<file path="src/design/assert_macros.svh">
// assertion helpers used by the tokenizer back end (ctok_back)
`ifndef ASSERT_MACROS_SVH
`define ASSERT_MACROS_SVH

// cond must never hold outside reset
`define CTOK_ASSERT_NEVER(lbl, clk, rst, cond) \
  lbl: assert property (@(posedge clk) disable iff (rst) !(cond)) \
    else $error("tokenizer check failed");

// a implies b in the same cycle
`define CTOK_ASSERT_IMP(lbl, clk, rst, a, b) \
  lbl: assert property (@(posedge clk) disable iff (rst) (a) |-> (b)) \
    else $error("tokenizer check failed");

// a implies b in the next cycle
`define CTOK_ASSERT_NEXT(lbl, clk, rst, a, b) \
  lbl: assert property (@(posedge clk) disable iff (rst) (a) |=> (b)) \
    else $error("tokenizer check failed");

`endif

</file>
<file path="src/design/ctok_pkg.sv">
`default_nettype none

package ctok_pkg;

  localparam int CHAR_W = 16;
  localparam int CNT_W  = 8;

  localparam logic [CHAR_W-1:0] C_COMMA = 16'h002C;
  localparam logic [CHAR_W-1:0] C_QUOTE = 16'h0022;
  localparam logic [CHAR_W-1:0] C_TAB   = 16'h0009;
  localparam logic [CHAR_W-1:0] C_CR    = 16'h000D;
  localparam logic [CHAR_W-1:0] C_LF    = 16'h000A;
  localparam logic [CHAR_W-1:0] C_SPACE = 16'h0020;
  localparam logic [CHAR_W-1:0] C_NUL   = 16'h0000;

  // character classes worked out in the front
  localparam logic [2:0] CLS_OTHER = 3'd0;
  localparam logic [2:0] CLS_SPACE = 3'd1;
  localparam logic [2:0] CLS_TAB   = 3'd2;
  localparam logic [2:0] CLS_COMMA = 3'd3;
  localparam logic [2:0] CLS_QUOTE = 3'd4;
  localparam logic [2:0] CLS_NUL   = 3'd5;
  localparam logic [2:0] CLS_CR    = 3'd6;
  localparam logic [2:0] CLS_LF    = 3'd7;

  localparam int QDEPTH = 4;

  typedef struct packed {
    logic [CHAR_W-1:0] ch;
    logic [2:0]        cls;
  } item_t;

  typedef struct packed {
    logic              kind;
    logic [CNT_W-1:0]  position;
    logic [CHAR_W-1:0] out_char;
    logic [CNT_W-1:0]  length;
    logic [CHAR_W-1:0] lead_code;
    logic              overflow;
    logic              line_end;
  } res_t;

endpackage

`default_nettype wire

</file>
<file path="src/design/ctok_front.sv">
`default_nettype none

module ctok_front (
  input  wire logic                          clk,
  input  wire logic                          rst,
  input  wire logic                          push,
  output logic                               full,
  input  wire logic [ctok_pkg::CHAR_W-1:0]   ch,
  output logic                               q_valid,
  output ctok_pkg::item_t                    q_item,
  input  wire logic                          q_pop
);

  localparam int IDX_W = $clog2(ctok_pkg::QDEPTH);

  ctok_pkg::item_t       mem [ctok_pkg::QDEPTH];
  logic [IDX_W-1:0]      wr_ptr;
  logic [IDX_W-1:0]      rd_ptr;
  logic [IDX_W-1:0]      rd_next;
  logic [IDX_W:0]        count;
  logic [2:0]            cls;
  logic                  do_push;
  logic                  do_pop;

  always_comb begin
    unique case (ch)
      ctok_pkg::C_SPACE: cls = ctok_pkg::CLS_SPACE;
      ctok_pkg::C_TAB:   cls = ctok_pkg::CLS_TAB;
      ctok_pkg::C_COMMA: cls = ctok_pkg::CLS_COMMA;
      ctok_pkg::C_QUOTE: cls = ctok_pkg::CLS_QUOTE;
      ctok_pkg::C_NUL:   cls = ctok_pkg::CLS_NUL;
      ctok_pkg::C_CR:    cls = ctok_pkg::CLS_CR;
      ctok_pkg::C_LF:    cls = ctok_pkg::CLS_LF;
      default:           cls = ctok_pkg::CLS_OTHER;
    endcase
  end

  assign full    = (count == (IDX_W+1)'(ctok_pkg::QDEPTH));
  assign q_valid = (count != '0);
  assign do_push = push && !full;
  assign do_pop  = q_pop && q_valid;
  assign rd_next = rd_ptr + IDX_W'(do_pop);

  // head read is registered: load the entry one ahead when popping, and
  // take the incoming word directly when it lands on the next head slot
  always_ff @(posedge clk) begin
    if (do_push) begin
      mem[wr_ptr] <= '{ch: ch, cls: cls};
    end
    if (do_push && (wr_ptr == rd_next)) begin
      q_item <= '{ch: ch, cls: cls};
    end else begin
      q_item <= mem[rd_next];
    end
  end

  always_ff @(posedge clk) begin
    if (rst) begin
      wr_ptr <= '0;
      rd_ptr <= '0;
      count  <= '0;
    end else begin
      if (do_push) wr_ptr <= wr_ptr + 1'b1;
      rd_ptr <= rd_next;
      count <= count + (IDX_W+1)'(do_push) - (IDX_W+1)'(do_pop);
    end
  end

endmodule

`default_nettype wire

</file>
<file path="src/design/ctok_back.sv">
`default_nettype none

`include "assert_macros.svh"

module ctok_back #(
  parameter int PARAM_LEN = 256
) (
  input  wire logic                         clk,
  input  wire logic                         rst,
  input  wire logic                         q_valid,
  input  wire ctok_pkg::item_t              q_item,
  output logic                              q_pop,
  output logic                              empty,
  input  wire logic                         pop,
  output ctok_pkg::res_t                    res
);

  localparam logic [2:0] PH_SKIP     = 3'd0;
  localparam logic [2:0] PH_UNQ      = 3'd1;
  localparam logic [2:0] PH_QIN      = 3'd2;
  localparam logic [2:0] PH_QQ       = 3'd3;
  localparam logic [2:0] PH_QAFTER   = 3'd4;
  localparam logic [2:0] PH_AFTER_CR = 3'd5;
  localparam logic [2:0] PH_AFTER_LF = 3'd6;

  localparam int CW = ctok_pkg::CNT_W;
  localparam logic [CW-1:0] LIM = CW'(PARAM_LEN - 1);

  logic [2:0]                    phase, phase_next, eff_phase;
  logic [CW-1:0]                 write_count, write_count_next;
  logic [CW-1:0]                 trimmed_count, trimmed_count_next;
  logic [ctok_pkg::CHAR_W-1:0]   first_code, first_code_next;
  logic                          overflow_seen, overflow_seen_next;

  logic                          step;
  logic [ctok_pkg::CHAR_W-1:0]   c;
  logic [2:0]                    cls;
  logic                          is_eol, is_delim, pair_swallow;
  logic                          do_done, do_write, do_keep;
  logic [CW-1:0]                 done_len;
  logic [ctok_pkg::CHAR_W-1:0]   done_lead;
  logic                          done_ovf;
  logic [CW-1:0]                 wr_pos;
  logic [ctok_pkg::CHAR_W-1:0]   wr_char, keep_char;
  ctok_pkg::res_t                res_new;

  ctok_pkg::res_t                ofifo [2];
  logic                          o_wr, o_rd;
  logic [1:0]                    o_count;
  logic                          o_push, o_pop;

  assign c   = q_item.ch;
  assign cls = q_item.cls;

  assign is_eol   = (cls == ctok_pkg::CLS_NUL) || (cls == ctok_pkg::CLS_CR) ||
                    (cls == ctok_pkg::CLS_LF);
  assign is_delim = is_eol || (cls == ctok_pkg::CLS_COMMA) || (cls == ctok_pkg::CLS_TAB);

  // a step runs whenever an input item waits and the output queue has a free slot
  assign step  = q_valid && (o_count != 2'd2);
  assign q_pop = step;

  assign pair_swallow = ((phase == PH_AFTER_CR) && (cls == ctok_pkg::CLS_LF)) ||
                        ((phase == PH_AFTER_LF) && (cls == ctok_pkg::CLS_CR));
  assign eff_phase = ((phase == PH_AFTER_CR) || (phase == PH_AFTER_LF)) ? PH_SKIP : phase;

  always_comb begin
    phase_next         = phase;
    write_count_next   = write_count;
    trimmed_count_next = trimmed_count;
    first_code_next    = first_code;
    overflow_seen_next = overflow_seen;
    do_done   = 1'b0;
    do_write  = 1'b0;
    do_keep   = 1'b0;
    done_len  = '0;
    done_lead = '0;
    done_ovf  = 1'b0;
    wr_pos    = '0;
    wr_char   = '0;
    keep_char = c;

    if (pair_swallow) begin
      phase_next = PH_SKIP;
    end else begin
      unique case (eff_phase)
        PH_SKIP: begin
          phase_next = PH_SKIP;
          if (cls == ctok_pkg::CLS_SPACE || cls == ctok_pkg::CLS_TAB) begin
            phase_next = PH_SKIP;
          end else if (is_eol) begin
            do_done = 1'b1;
          end else if (cls == ctok_pkg::CLS_COMMA) begin
            do_done   = 1'b1;
            done_lead = ctok_pkg::C_COMMA;
          end else if (cls == ctok_pkg::CLS_QUOTE) begin
            phase_next = PH_QIN;
          end else begin
            phase_next         = PH_UNQ;
            first_code_next    = c;
            write_count_next   = CW'(1);
            trimmed_count_next = CW'(1);
            do_write = 1'b1;
            wr_pos   = '0;
            wr_char  = c;
          end
        end
        PH_UNQ: begin
          if (is_delim) begin
            do_done   = 1'b1;
            done_len  = trimmed_count;
            done_lead = first_code;
          end else if (write_count < LIM) begin
            write_count_next = write_count + 1'b1;
            if (cls != ctok_pkg::CLS_SPACE) trimmed_count_next = write_count + 1'b1;
            do_write = 1'b1;
            wr_pos   = write_count;
            wr_char  = c;
          end
        end
        PH_QIN: begin
          if (is_eol) begin
            do_done   = 1'b1;
            done_len  = write_count;
            done_lead = first_code;
            done_ovf  = overflow_seen;
          end else if (cls == ctok_pkg::CLS_QUOTE) begin
            phase_next = PH_QQ;
          end else begin
            do_keep = 1'b1;
          end
        end
        PH_QQ: begin
          if (cls == ctok_pkg::CLS_QUOTE) begin
            phase_next = PH_QIN;
            do_keep    = 1'b1;
            keep_char  = ctok_pkg::C_QUOTE;
          end else if (is_delim) begin
            do_done   = 1'b1;
            done_len  = write_count;
            done_lead = first_code;
            done_ovf  = overflow_seen;
          end else begin
            phase_next = PH_QAFTER;
          end
        end
        PH_QAFTER: begin
          if (is_delim) begin
            do_done   = 1'b1;
            done_len  = write_count;
            done_lead = first_code;
            done_ovf  = overflow_seen;
          end
        end
        default: begin
          phase_next         = PH_SKIP;
          write_count_next   = '0;
          trimmed_count_next = '0;
          first_code_next    = '0;
          overflow_seen_next = 1'b0;
        end
      endcase
    end

    // quoted character kept, or dropped with overflow once full
    if (do_keep) begin
      if (write_count >= LIM) begin
        overflow_seen_next = 1'b1;
      end else begin
        if (write_count == '0) first_code_next = keep_char;
        write_count_next = write_count + 1'b1;
        do_write = 1'b1;
        wr_pos   = write_count;
        wr_char  = keep_char;
      end
    end

    if (do_done) begin
      write_count_next   = '0;
      trimmed_count_next = '0;
      first_code_next    = '0;
      overflow_seen_next = 1'b0;
      if (cls == ctok_pkg::CLS_CR)      phase_next = PH_AFTER_CR;
      else if (cls == ctok_pkg::CLS_LF) phase_next = PH_AFTER_LF;
      else                              phase_next = PH_SKIP;
    end
  end

  always_comb begin
    res_new.kind      = do_done;
    res_new.position  = do_done ? '0 : wr_pos;
    res_new.out_char  = do_done ? '0 : wr_char;
    res_new.length    = done_len;
    res_new.lead_code = done_lead;
    res_new.overflow  = done_ovf;
    res_new.line_end  = do_done && is_eol;
  end

  always_ff @(posedge clk) begin
    if (rst) begin
      phase         <= PH_SKIP;
      write_count   <= '0;
      trimmed_count <= '0;
      first_code    <= '0;
      overflow_seen <= 1'b0;
    end else if (step) begin
      phase         <= phase_next;
      write_count   <= write_count_next;
      trimmed_count <= trimmed_count_next;
      first_code    <= first_code_next;
      overflow_seen <= overflow_seen_next;
    end
  end

  // two-word output queue parts the step logic from the consumer
  assign o_push = step && (do_done || do_write);
  assign o_pop  = pop && !empty;
  assign empty  = (o_count == 2'd0);
  assign res    = ofifo[o_rd];

  always_ff @(posedge clk) begin
    if (o_push) ofifo[o_wr] <= res_new;
  end

  always_ff @(posedge clk) begin
    if (rst) begin
      o_wr    <= 1'b0;
      o_rd    <= 1'b0;
      o_count <= 2'd0;
    end else begin
      if (o_push) o_wr <= !o_wr;
      if (o_pop)  o_rd <= !o_rd;
      o_count <= o_count + 2'(o_push) - 2'(o_pop);
    end
  end

  `CTOK_ASSERT_NEVER(a_ocount_range, clk, rst, o_count == 2'd3)
  `CTOK_ASSERT_IMP(a_trim_le_count, clk, rst, 1'b1, trimmed_count <= write_count)
  `CTOK_ASSERT_IMP(a_count_cap, clk, rst, 1'b1, write_count <= LIM)
  `CTOK_ASSERT_NEXT(a_done_clears, clk, rst, step && do_done, write_count == '0)

endmodule

`default_nettype wire

</file>
<file path="src/design/comma_parameter_tokenizer.sv">
// channel  | handshake        | words
// ---------+------------------+-----------------------------------------------
// input    | push / full      | ch
// result   | pop / empty      | out_kind position out_char length lead_code
//          |                  | overflow line_end
//
// one character per cycle sustained while the output queue has a free slot; a
// result passes the input queue, then the back step and its output queue.
// the single phase/counter update in the back step sets the rate.
// rst is synchronous: both queues empty, phase back to leading space skip.
// a stalled consumer fills the two-word output queue, then the four-word
// input queue, and full rises only when both are taken.
`default_nettype none

module comma_parameter_tokenizer #(
  parameter int PARAM_LEN = 256
) (
  input  wire logic         clk,
  input  wire logic         rst,
  input  wire logic         push,
  output logic              full,
  input  wire logic [15:0]  ch,
  output logic              empty,
  input  wire logic         pop,
  output logic              out_kind,
  output logic [7:0]        position,
  output logic [15:0]       out_char,
  output logic [7:0]        length,
  output logic [15:0]       lead_code,
  output logic              overflow,
  output logic              line_end
);

  logic            q_valid;
  logic            q_pop;
  ctok_pkg::item_t q_item;
  ctok_pkg::res_t  res;

  ctok_front u_front (
    .clk     (clk),
    .rst     (rst),
    .push    (push),
    .full    (full),
    .ch      (ch),
    .q_valid (q_valid),
    .q_item  (q_item),
    .q_pop   (q_pop)
  );

  ctok_back #(
    .PARAM_LEN (PARAM_LEN)
  ) u_back (
    .clk     (clk),
    .rst     (rst),
    .q_valid (q_valid),
    .q_item  (q_item),
    .q_pop   (q_pop),
    .empty   (empty),
    .pop     (pop),
    .res     (res)
  );

  assign out_kind  = res.kind;
  assign position  = res.position;
  assign out_char  = res.out_char;
  assign length    = res.length;
  assign lead_code = res.lead_code;
  assign overflow  = res.overflow;
  assign line_end  = res.line_end;

endmodule

`default_nettype wire
</file>
<file path="config.mk">
export PLATFORM = sky130hd
export DESIGN_NAME = comma_parameter_tokenizer
export DESIGN_NICKNAME = d
export VERILOG_FILES = /design/src/design/ctok_pkg.sv /design/src/design/ctok_front.sv /design/src/design/ctok_back.sv /design/src/design/comma_parameter_tokenizer.sv
export VERILOG_INCLUDE_DIRS = /design/src /design/src/design
export SDC_FILE = /design/constraint.sdc
export NUM_CORES = 1
export LEC_CHECK = 0
export BUFFER_PORTS_ARGS = -buffer_cell sky130_fd_sc_hd__buf_2
export CORE_ASPECT_RATIO = 0.6
export CORE_MARGIN = 4
export CORE_UTILIZATION = 40
export CTS_CLUSTER_SIZE = 40
export DETAILED_ROUTE_END_ITERATION = 6
export PLACE_DENSITY = 0.58
export SKIP_CTS_REPAIR_TIMING = 1
export SYNTH_ARGS = -nofsm -noshare
export SYNTH_HDL_FRONTEND = slang
export SYNTH_HIERARCHICAL = 1
export SYNTH_SLANG_ARGS = --single-unit
</file>
<file path="constraint.sdc">
create_clock -name clk -period 5.4 [get_ports clk]
set_input_delay 0.27 -clock clk [delete_from_list [all_inputs] [get_ports clk]]
set_output_delay 0.27 -clock clk [all_outputs]
set_load 0.02 [all_outputs]
</file>
==> metrics.cfg, run 1 <==
[run_status]
status=finished clean

[power]
power_mw=6.747
vdd_drop_max_v=0.0002886
p_per_area_nw_per_um2=582.0
p_leak_nw=4.012

[global_route]
gr-max-usage-layer=met1
grt_max_degree=52
grt_use_met3=0.04050
grt_first_pass_wirelength_um=37030
grt_pass1_vias=6113
grt.overflow.total=0
met1_usage=0.2882
use_met2=0.2162
grt_usage=0.1700
antenna_found_initial=0

[yosys]
netlist.top_cell.by_area=edfxtp_1
syn_nets=761
synthMostInstantiatedCell=edfxtp_1
netlist_top_cells_area=edfxtp_1 53%, dfxtp_1 9.8%, mux2_2 5.6%
ys_ff_latch=228
ys.flop_type=edfxtp_1
synthArstFlopShare=0
netlist_area_um2=10170
ys_seq_area_frac=0.6238
syn_inst=730
synth_commonest_cells=178 x edfxtp_1, 51 x mux2_2, 50 x dfxtp_1
yosys.area.top_type_share=0.5254
synth_edf_count=178
synth_cell_types=84
avgSynthCellArea_um2=13.94
ys_warn_count=6

[floorplan]
start_util=0.4134
dieArea_um2=28130
row_count=44
io_pins=73
fp.dieW_um=213.9
die_y_um=131.5
core_um2=24610

[timing]
relSlewSlack=0.2175
finalMaxSlewViolations=0
grt_setup_unrepaired=no
whs_ns=0.006207
fin_setup_tns_ns=0
setup_viol=0
fin_crit_sh=0.7798
period_needed_ns=4.211
tightestPinTransition_ns=1.174
final-hold-violation-count=0
skew_ns=0.01169
fmax_ghz=0.2375

[route]
vias=6389
route.detailed.drc=0
routed_wl_um=24510
dr.pass1.iters=5
wl_per_cell_um=21.63
ant_nets=0
vias_per_cell=5.639
drtIter0Drc=600

[worst_setup_path]
required_ns=5.77
cp_common_cell=ha_1
slowest_delay_ns=0.76
path_cells=mux4_2, and4bb_2, o21ai_2, a21oi_2, o31ai_1, ha_1, inv_1, ha_1, xor2_1, xnor2_1, nor2_1
path_depth=11
r2r-end=u_back/o_count[1]$_SDFF_PP0_
critPathTopFamily=compound AO/OA/AOI/OAI gates
critical_path_class=flip-flop to flip-flop
slowest_stage=o31ai_1
critPathLaunchType=flip-flop
rr_worst_depth=11
critical_path_buf_inv_count=1
worst-path-max-fanout=16
cp-end-kind=flip-flop
regToRegSetupSlack_ns=1.19
worstPathArrival_ns=4.58

[finish]
area_delta_synth_final_pct=13.96
utilization=0.4711
final_nets=827
diodes=0
stdcell_count=1133
drive_gt1_frac=0.2614
fillers=2109

[job]
drv_cap=0

[clocking]
clkLatencyLatePin_ns=0.51
cts_made_buffers=22
cts.clk_slew.worst_paths_ns=0.07
cts_buffer_depth=3
clock_sinks=228
cts_tree=built
cts_max_level=1
root_buffer=clkbuf_16

[worst_hold_path]
min_from=ch[13]
holdPathEnd=u_front/mem[2][16]$_DFFE_PP_
hold_path_class=input pin to flip-flop
whs_path_depth=1

[place]
dp_hpwl_um=17020
gp_congestion=0.9257
dp.cells=1088
port_buffers=72

## kinds of logic after synthesis
family	after synthesis	synth area share
AO/OA/AOI/OAI	133	0.09962
XOR/XNOR	15	0.01291
adder cells (fa/ha/maj)	12	0.01525
buffers and inverters	60	0.02952
flip-flops	228	0.6238
multiplexers	77	0.1054
AND/OR/NAND/NOR	205	0.1135
## area by class of cell
type / instances / area [µm²] / share of cell area
multi-input cells: 442 / 3542 / 0.3055
flip-flops and latches: 228 / 6347 / 0.5475
clock inverters: 12 / 146.4 / 0.01263
well taps: 322 / 402.9 / 0.03475
inverters: 19 / 76.32 / 0.006583
clock buffers: 27 / 620.6 / 0.05353
repair buffers: 83 / 457.9 / 0.03950
## state kept, by name, summed over array words and instances (netlist names), 3 cells and up, named ones only
| signal | count |
|---|---|
| u_front/count | 3 |
| u_back/ofifo | 102 |
| u_front/mem | 76 |
| u_back/write_count | 8 |
| u_back/phase | 3 |
| u_back/first_code | 16 |
| u_back/trimmed_count | 8 |
## cells in the final DEF, fill, tap and decap left out, types with 13 or more instances in the layout
| cell | count |
|---|---|
| a21oi_1 | 25 |
| clkbuf_16 | 23 |
| nor2_1 | 26 |
| mux2_2 | 51 |
| dfxtp_1 | 49 |
| nand3_1 | 16 |
| edfxtp_1 | 178 |
| buf_2 | 72 |
| nor2b_1 | 13 |
| and2_1 | 39 |
| mux4_2 | 19 |
| inv_1 | 13 |
| nand2_1 | 36 |
## where the power goes
part / switching [mW] / total (mW) / leakage [nW] / internal, mW
Sequential: 0.195 / 2.59 / 2.06 / 2.39
Combinational: 1.68 / 2.56 / 1.57 / 0.878
Clock: 0.640 / 1.60 / 0.381 / 0.964
Total: 2.51 / 6.75 / 4.01 / 4.23
## how the worst max path moves through the flow
stage	startpoint	to
2_1_floorplan	flip-flop	u_back/ofifo[0][0]$_DFFE_PP_
3_3_place_gp	flip-flop	u_back/o_count[1]$_SDFF_PP0_
3_5_place_dp	flip-flop	u_back/o_count[1]$_SDFF_PP0_
4_1_cts	flip-flop	u_back/o_count[1]$_SDFF_PP0_
5_1_grt	flip-flop	u_back/o_count[1]$_SDFF_PP0_
6_report	flip-flop	u_back/o_count[1]$_SDFF_PP0_
## per-stage QoR
step           cell area, µm²  setup slack [ns]
2_1_floorplan           10170            0.7304
3_3_place_gp            10770             1.225
3_5_place_dp            10770             1.172
4_1_cts                 11530             1.139
5_1_grt                 11590            0.7753
6_report                11590             1.189
## metal layers
layer  share of wire  wire length (µm)
met1            0.52             12800
met4           0.015               367
met5               0                 0
met2            0.38              9273
met3           0.084              2069
No activity file was read; power rests on OpenSTA's default activity.
==> run 2: changes to the inputs <==
==> constraint.sdc (replaced) <==
create_clock -name clk -period 4.2 [get_ports clk]
set_input_delay 0.21 -clock clk [delete_from_list [all_inputs] [get_ports clk]]
set_output_delay 0.21 -clock clk [all_outputs]
set_load 0.02 [all_outputs]
==> metrics.cfg, run 2 (synthesis results as in run 1) <==
[run_status]
status=finished clean

[power]
cell_internal_pwr_mw=5.397  ; +27%
p_leak_nw=4.074  ; +1.5%
clockPowerShare=0.223  ; -0.015
swShare=0.3746  ; +0.001985
combPwrFrac=0.392  ; +0.013
power.switching_mw=3.233  ; +29%
vdd_drop_max_v=0.0002954  ; +2.3%
sequentialPowerShare=0.385  ; +0.002
p_per_area_nw_per_um2=736.3  ; +27%

[global_route]
grt_pass1_vias=6224  ; +1.8%
grt_usage=0.1689  ; -0.001090
grt_first_pass_wirelength_um=37230  ; +0.56%
antenna_found_initial=0  ; unchanged
grt.overflow.total=0  ; unchanged
grt_max_degree=52  ; unchanged

[place]
dp_hpwl_um=16860  ; -0.90%
gp_congestion=0.9200  ; -0.62%
dp_slack_ns=0.6711  ; -0.5012 ns
port_buffers=72  ; unchanged

[floorplan]
dieArea_um2=28130  ; unchanged
core_um2=24610  ; unchanged
start_util=0.4134  ; unchanged
io_pins=73  ; unchanged
die_y_um=131.5  ; unchanged
fp.dieW_um=213.9  ; unchanged
row_count=44  ; unchanged

[worst_setup_path]
required_ns=4.57  ; -1.20 ns
critPathLaunchType=flip-flop
critical_path_class=flip-flop to flip-flop
worstPathArrival_ns=3.90  ; -0.68 ns
regToRegSetupSlack_ns=0.67  ; -0.52 ns
slowest_delay_ns=0.72  ; -0.04 ns
path_cells=mux4_2, and4_1, a221oi_4, nand3_2, buf_4, inv_2, o31ai_1, buf_4, ha_1, inv_1, ha_1, xor2_1, xnor2_1, nor2_1
worst-path-max-fanout=16  ; unchanged
critPathTopFamily=multiplexers
cp-end-kind=flip-flop
critical_path_buf_inv_count=4  ; +3
slowest_stage=mux4_2

[timing]
setup_viol=0  ; unchanged
fmax_ghz=0.2831  ; +19%
finalMaxSlewViolations=0  ; unchanged
fin_crit_sh=0.8411  ; +0.06123
period_needed_ns=3.532  ; -0.6787 ns
timing.final.ws_setup_ns=0.6675  ; -0.5213 ns
grt_setup_unrepaired=no
tightestPinTransition_ns=1.012  ; -0.1620 ns
relSlewSlack=0.3255  ; +0.1080
fin_setup_tns_ns=0  ; unchanged
final-hold-violation-count=0  ; unchanged
skew_ns=0.02420  ; +0.01252 ns

[route]
dr.pass1.iters=6  ; +1
ant_nets=0  ; unchanged
vias_per_cell=5.614  ; -0.45%
route.detailed.drc=0  ; unchanged
vias=6478  ; +1.4%
wl_per_cell_um=21.04  ; -2.7%
drtIter0Drc=573  ; -4.5%
routed_wl_um=24280  ; -0.91%

[clocking]
cts_buffer_depth=3  ; unchanged
cts_made_buffers=22  ; unchanged
cts.clk_slew.worst_paths_ns=0.06  ; about the same
root_buffer=clkbuf_16
clkLatencyLatePin_ns=0.51  ; about the same
cts_max_level=1  ; unchanged
cts_tree=built
clock_sinks=228  ; unchanged

[finish]
drive_gt1_frac=0.2647  ; +0.003336
final_nets=846  ; +2.3%
final_cell_mix=178 x edfxtp_1, 72 x buf_2, 51 x mux2_2
top_register=u_back/ofifo
area_delta_synth_final_pct=15.21
top_regs=u_back/ofifo x102, u_front/mem x76, u_back/first_code x16
utilization=0.4763  ; +0.005186
largest_reg_flops=102  ; unchanged
final_common_cell=edfxtp_1

[worst_hold_path]
hold_path_class=input pin to flip-flop

[job]
drv_cap=0  ; unchanged

run 2: layout make-up:
| cell class | count | area [µm²] |
|---|---|---|
| Fill cell | 2111 | 12890 |
| Sequential cell | 228 | 6347 |
| Multi-Input combinational cell | 442 | 3542 |
| Timing Repair Buffer | 102 | 640.6 |
| Clock buffer | 32 | 628.1 |
| Tap cell | 322 | 402.9 |
| Clock inverter | 8 | 81.33 |
| Inverter | 19 | 76.32 |
| Antenna cell | 1 | 2.502 |
run 2: final timing paths:
check / start / endpoint / depth (start not counted)
min: ch[5] / u_front/mem[2][8]$_DFFE_PP_ / 1
max reg2reg: flip-flop / u_back/o_count[1]$_SDFF_PP0_ / 14
min reg2reg: u_back/trimmed_count[3]$_SDFFE_PP0P_ / u_back/trimmed_count[3]$_SDFFE_PP0P_ / 2
max: flip-flop / u_back/o_count[1]$_SDFF_PP0_ / 14
run 2: per-stage QoR:
step	hold WS, ns	instances	power (mW)	cell area (µm²)
finish	0.02034	1154	8.630	11720
global route	0.02083	1153	9.100	11720
CTS	-0.09277	1141	8.686	11600
detailed placement	0.4456	1101	6.733	10890
global placement	0.4389	1101	6.685	10890
floorplan	0.2791	730	5.636	10170
run 2: per-layer routing:
layer  routed length, µm  track usage  vias up
met3                1931      0.04192       23
met2                9647       0.2213      242
li1                    -            -     2987
met4                 388      0.02913        0
met5                   0            0        -
met1               12310       0.2814     3226
run 2: power by group through the flow:
stage / Clock, mW / Combinational (mW) / Sequential (mW)
global route: 2.08 / 3.65 / 3.37
detailed placement: 0 / 3.36 / 3.37
finish: 1.93 / 3.38 / 3.32
floorplan: 0 / 2.38 / 3.25
CTS: 1.98 / 3.38 / 3.32
global placement: 0 / 3.35 / 3.34
==> run 3: changes to the inputs <==
==> constraint.sdc (replaced) <==
create_clock -name clk -period 3.36 [get_ports clk]
set_input_delay 0.168 -clock clk [delete_from_list [all_inputs] [get_ports clk]]
set_output_delay 0.168 -clock clk [all_outputs]
set_load 0.02 [all_outputs]
==> metrics.cfg, run 3 (synthesis results as in run 1) <==
[run_status]
status=finished, violations left
violations=negative hold slack

[route]
routed_wl_um=24050  ; -0.95%
wl_per_cell_um=20.52  ; -2.5%
drtIter0Drc=598  ; +4.4%
route.detailed.drc=0  ; unchanged
ant_nets=0  ; unchanged
vias=6523  ; +0.69%
dr.pass1.iters=5  ; -1
vias_per_cell=5.566  ; -0.85%

[worst_hold_path]
whs_path_depth=3  ; +2
hold_path_class=input pin to flip-flop

[floorplan]
core_um2=24610  ; unchanged
die_y_um=131.5  ; unchanged
fp.dieW_um=213.9  ; unchanged
start_util=0.4134  ; unchanged
io_pins=73  ; unchanged
row_count=44  ; unchanged
dieArea_um2=28130  ; unchanged

[finish]
drive_gt1_frac=0.2788  ; +0.01408
fillers=2120  ; +0.43%
top_register=u_back/ofifo
stdcell_count=1172  ; +1.6%
largest_reg_flops=102  ; unchanged
diodes=0  ; -1
final_common_cell=edfxtp_1
final_nets=865  ; +2.2%
area_delta_synth_final_pct=17.06
utilization=0.4839  ; +0.007626
top_regs=u_back/ofifo x102, u_front/mem x76, u_back/first_code x16
final_cell_mix=178 x edfxtp_1, 72 x buf_2, 51 x mux2_2
final_area_um2=11910  ; +1.6%

[clocking]
cts_max_level=1  ; unchanged
cts_tree=built
clock_sinks=228  ; unchanged
cts_buffer_depth=3  ; unchanged
cts.clk_slew.worst_paths_ns=0.06  ; about the same
clkLatencyLatePin_ns=0.51  ; about the same
cts_made_buffers=22  ; unchanged
root_buffer=clkbuf_16

[global_route]
grt_usage=0.1697  ; +0.0008439
antenna_found_initial=0  ; unchanged
gr-max-usage-layer=met1
use_met2=0.2241  ; +0.002808
grt_pass1_vias=6280  ; +0.90%
grt_max_degree=52  ; unchanged
grt_first_pass_wirelength_um=37560  ; +0.89%
grt_use_met3=0.03978  ; -0.002144
met1_usage=0.2847  ; +0.003322
grt.overflow.total=0  ; unchanged

[worst_setup_path]
worstPathArrival_ns=3.46  ; -0.44 ns
critical_path_class=flip-flop to flip-flop
cp-end-kind=flip-flop
critPathLaunchType=flip-flop
rr_worst_depth=12  ; -2
worst-path-max-fanout=10  ; -6
required_ns=3.73  ; -0.84 ns

[timing]
final-hold-violation-count=1  ; +1
setup_viol=0  ; unchanged
finalMaxSlewViolations=0  ; unchanged
whs_ns=-0.01323  ; -0.03357 ns
fmax_ghz=0.3236  ; +14%
tightestPinTransition_ns=1.106  ; +0.09414 ns
fin_setup_tns_ns=0  ; unchanged
relSlewSlack=0.2627  ; -0.06276
timing.final.ws_setup_ns=0.2699  ; -0.3976 ns
fin_crit_sh=0.9197  ; +0.07860
period_needed_ns=3.090  ; -0.4424 ns
grt_setup_unrepaired=no
skew_ns=0.01854  ; -0.005666 ns

[power]
p_leak_nw=4.168  ; +2.3%
vdd_drop_max_v=0.0004518  ; +53%
p_per_area_nw_per_um2=923.3  ; +25%
power_mw=11.00  ; +27%

[place]
dp.cells=1117  ; +1.5%
port_buffers=72  ; unchanged
dp_hpwl_um=16730  ; -0.81%
dp_slack_ns=-0.005841  ; -0.6769 ns
gp_congestion=0.9232  ; +0.35%
place_area_um2=11020  ; +1.2%

[job]
drv_cap=0  ; unchanged

run 3: cell types whose count changed in the layout (fill, tap and decap cells not counted), sizes merged:
cell,delta
clkbuf,-3
buf,+16
clkinvlp,+2
dlygate4sd3,+3
bufinv,+2
diode,-1
inv,-1
run 3: per-layer routing:
| metal | share of wire | up-vias |
|---|---|---|
| met5 | 0 | - |
| met4 | 0.014 | 0 |
| met3 | 0.087 | 23 |
| met2 | 0.39 | 261 |
| met1 | 0.51 | 3206 |
| li1 | - | 3033 |
run 3: cell type report:
type | instances | area, µm² | share of cell area
Tap cell | 322 | 402.9 | 0.03383
Sequential cell | 228 | 6349 | 0.5331
Timing Repair Buffer | 121 | 803.3 | 0.06745
Clock inverter | 11 | 145.1 | 0.01219
Multi-Input combinational cell | 442 | 3556 | 0.2986
Inverter | 19 | 76.32 | 0.006409
Clock buffer | 29 | 576.8 | 0.04843
run 3: where the power goes:
group          switching (mW)  internal, mW  leakage [nW]  total, mW
registers               0.283          3.84          2.06       4.12
clock network            1.02          1.45         0.342       2.46
logic                    2.75          1.66          1.77       4.41
run 3: worst max-delay path, cell delays in order (launching register included):
cell and delay (ns):
dfxtp_2 0.40, mux4_2 0.65, and4_1 0.29, a221oi_4 0.37, nand3_2 0.15, inv_2 0.11
o31ai_4 0.10, ha_1 0.31, inv_1 0.06, ha_1 0.15, xor2_1 0.17, xnor2_1 0.14
nor2_1 0.05
run 3: final timing paths:
| check | start | end | slack [ns] |
|---|---|---|---|
| setup / recovery | flip-flop | u_back/o_count[1]$_SDFF_PP0_ | 0.27 |
| hold / removal | push | u_front/wr_ptr[1]$_SDFFE_PP0P_ | -0.01 |
| setup reg to reg | flip-flop | u_back/o_count[1]$_SDFF_PP0_ | 0.27 |
| hold reg to reg | u_front/rd_ptr[1]$_SDFF_PP0_ | flip-flop | 0.46 |
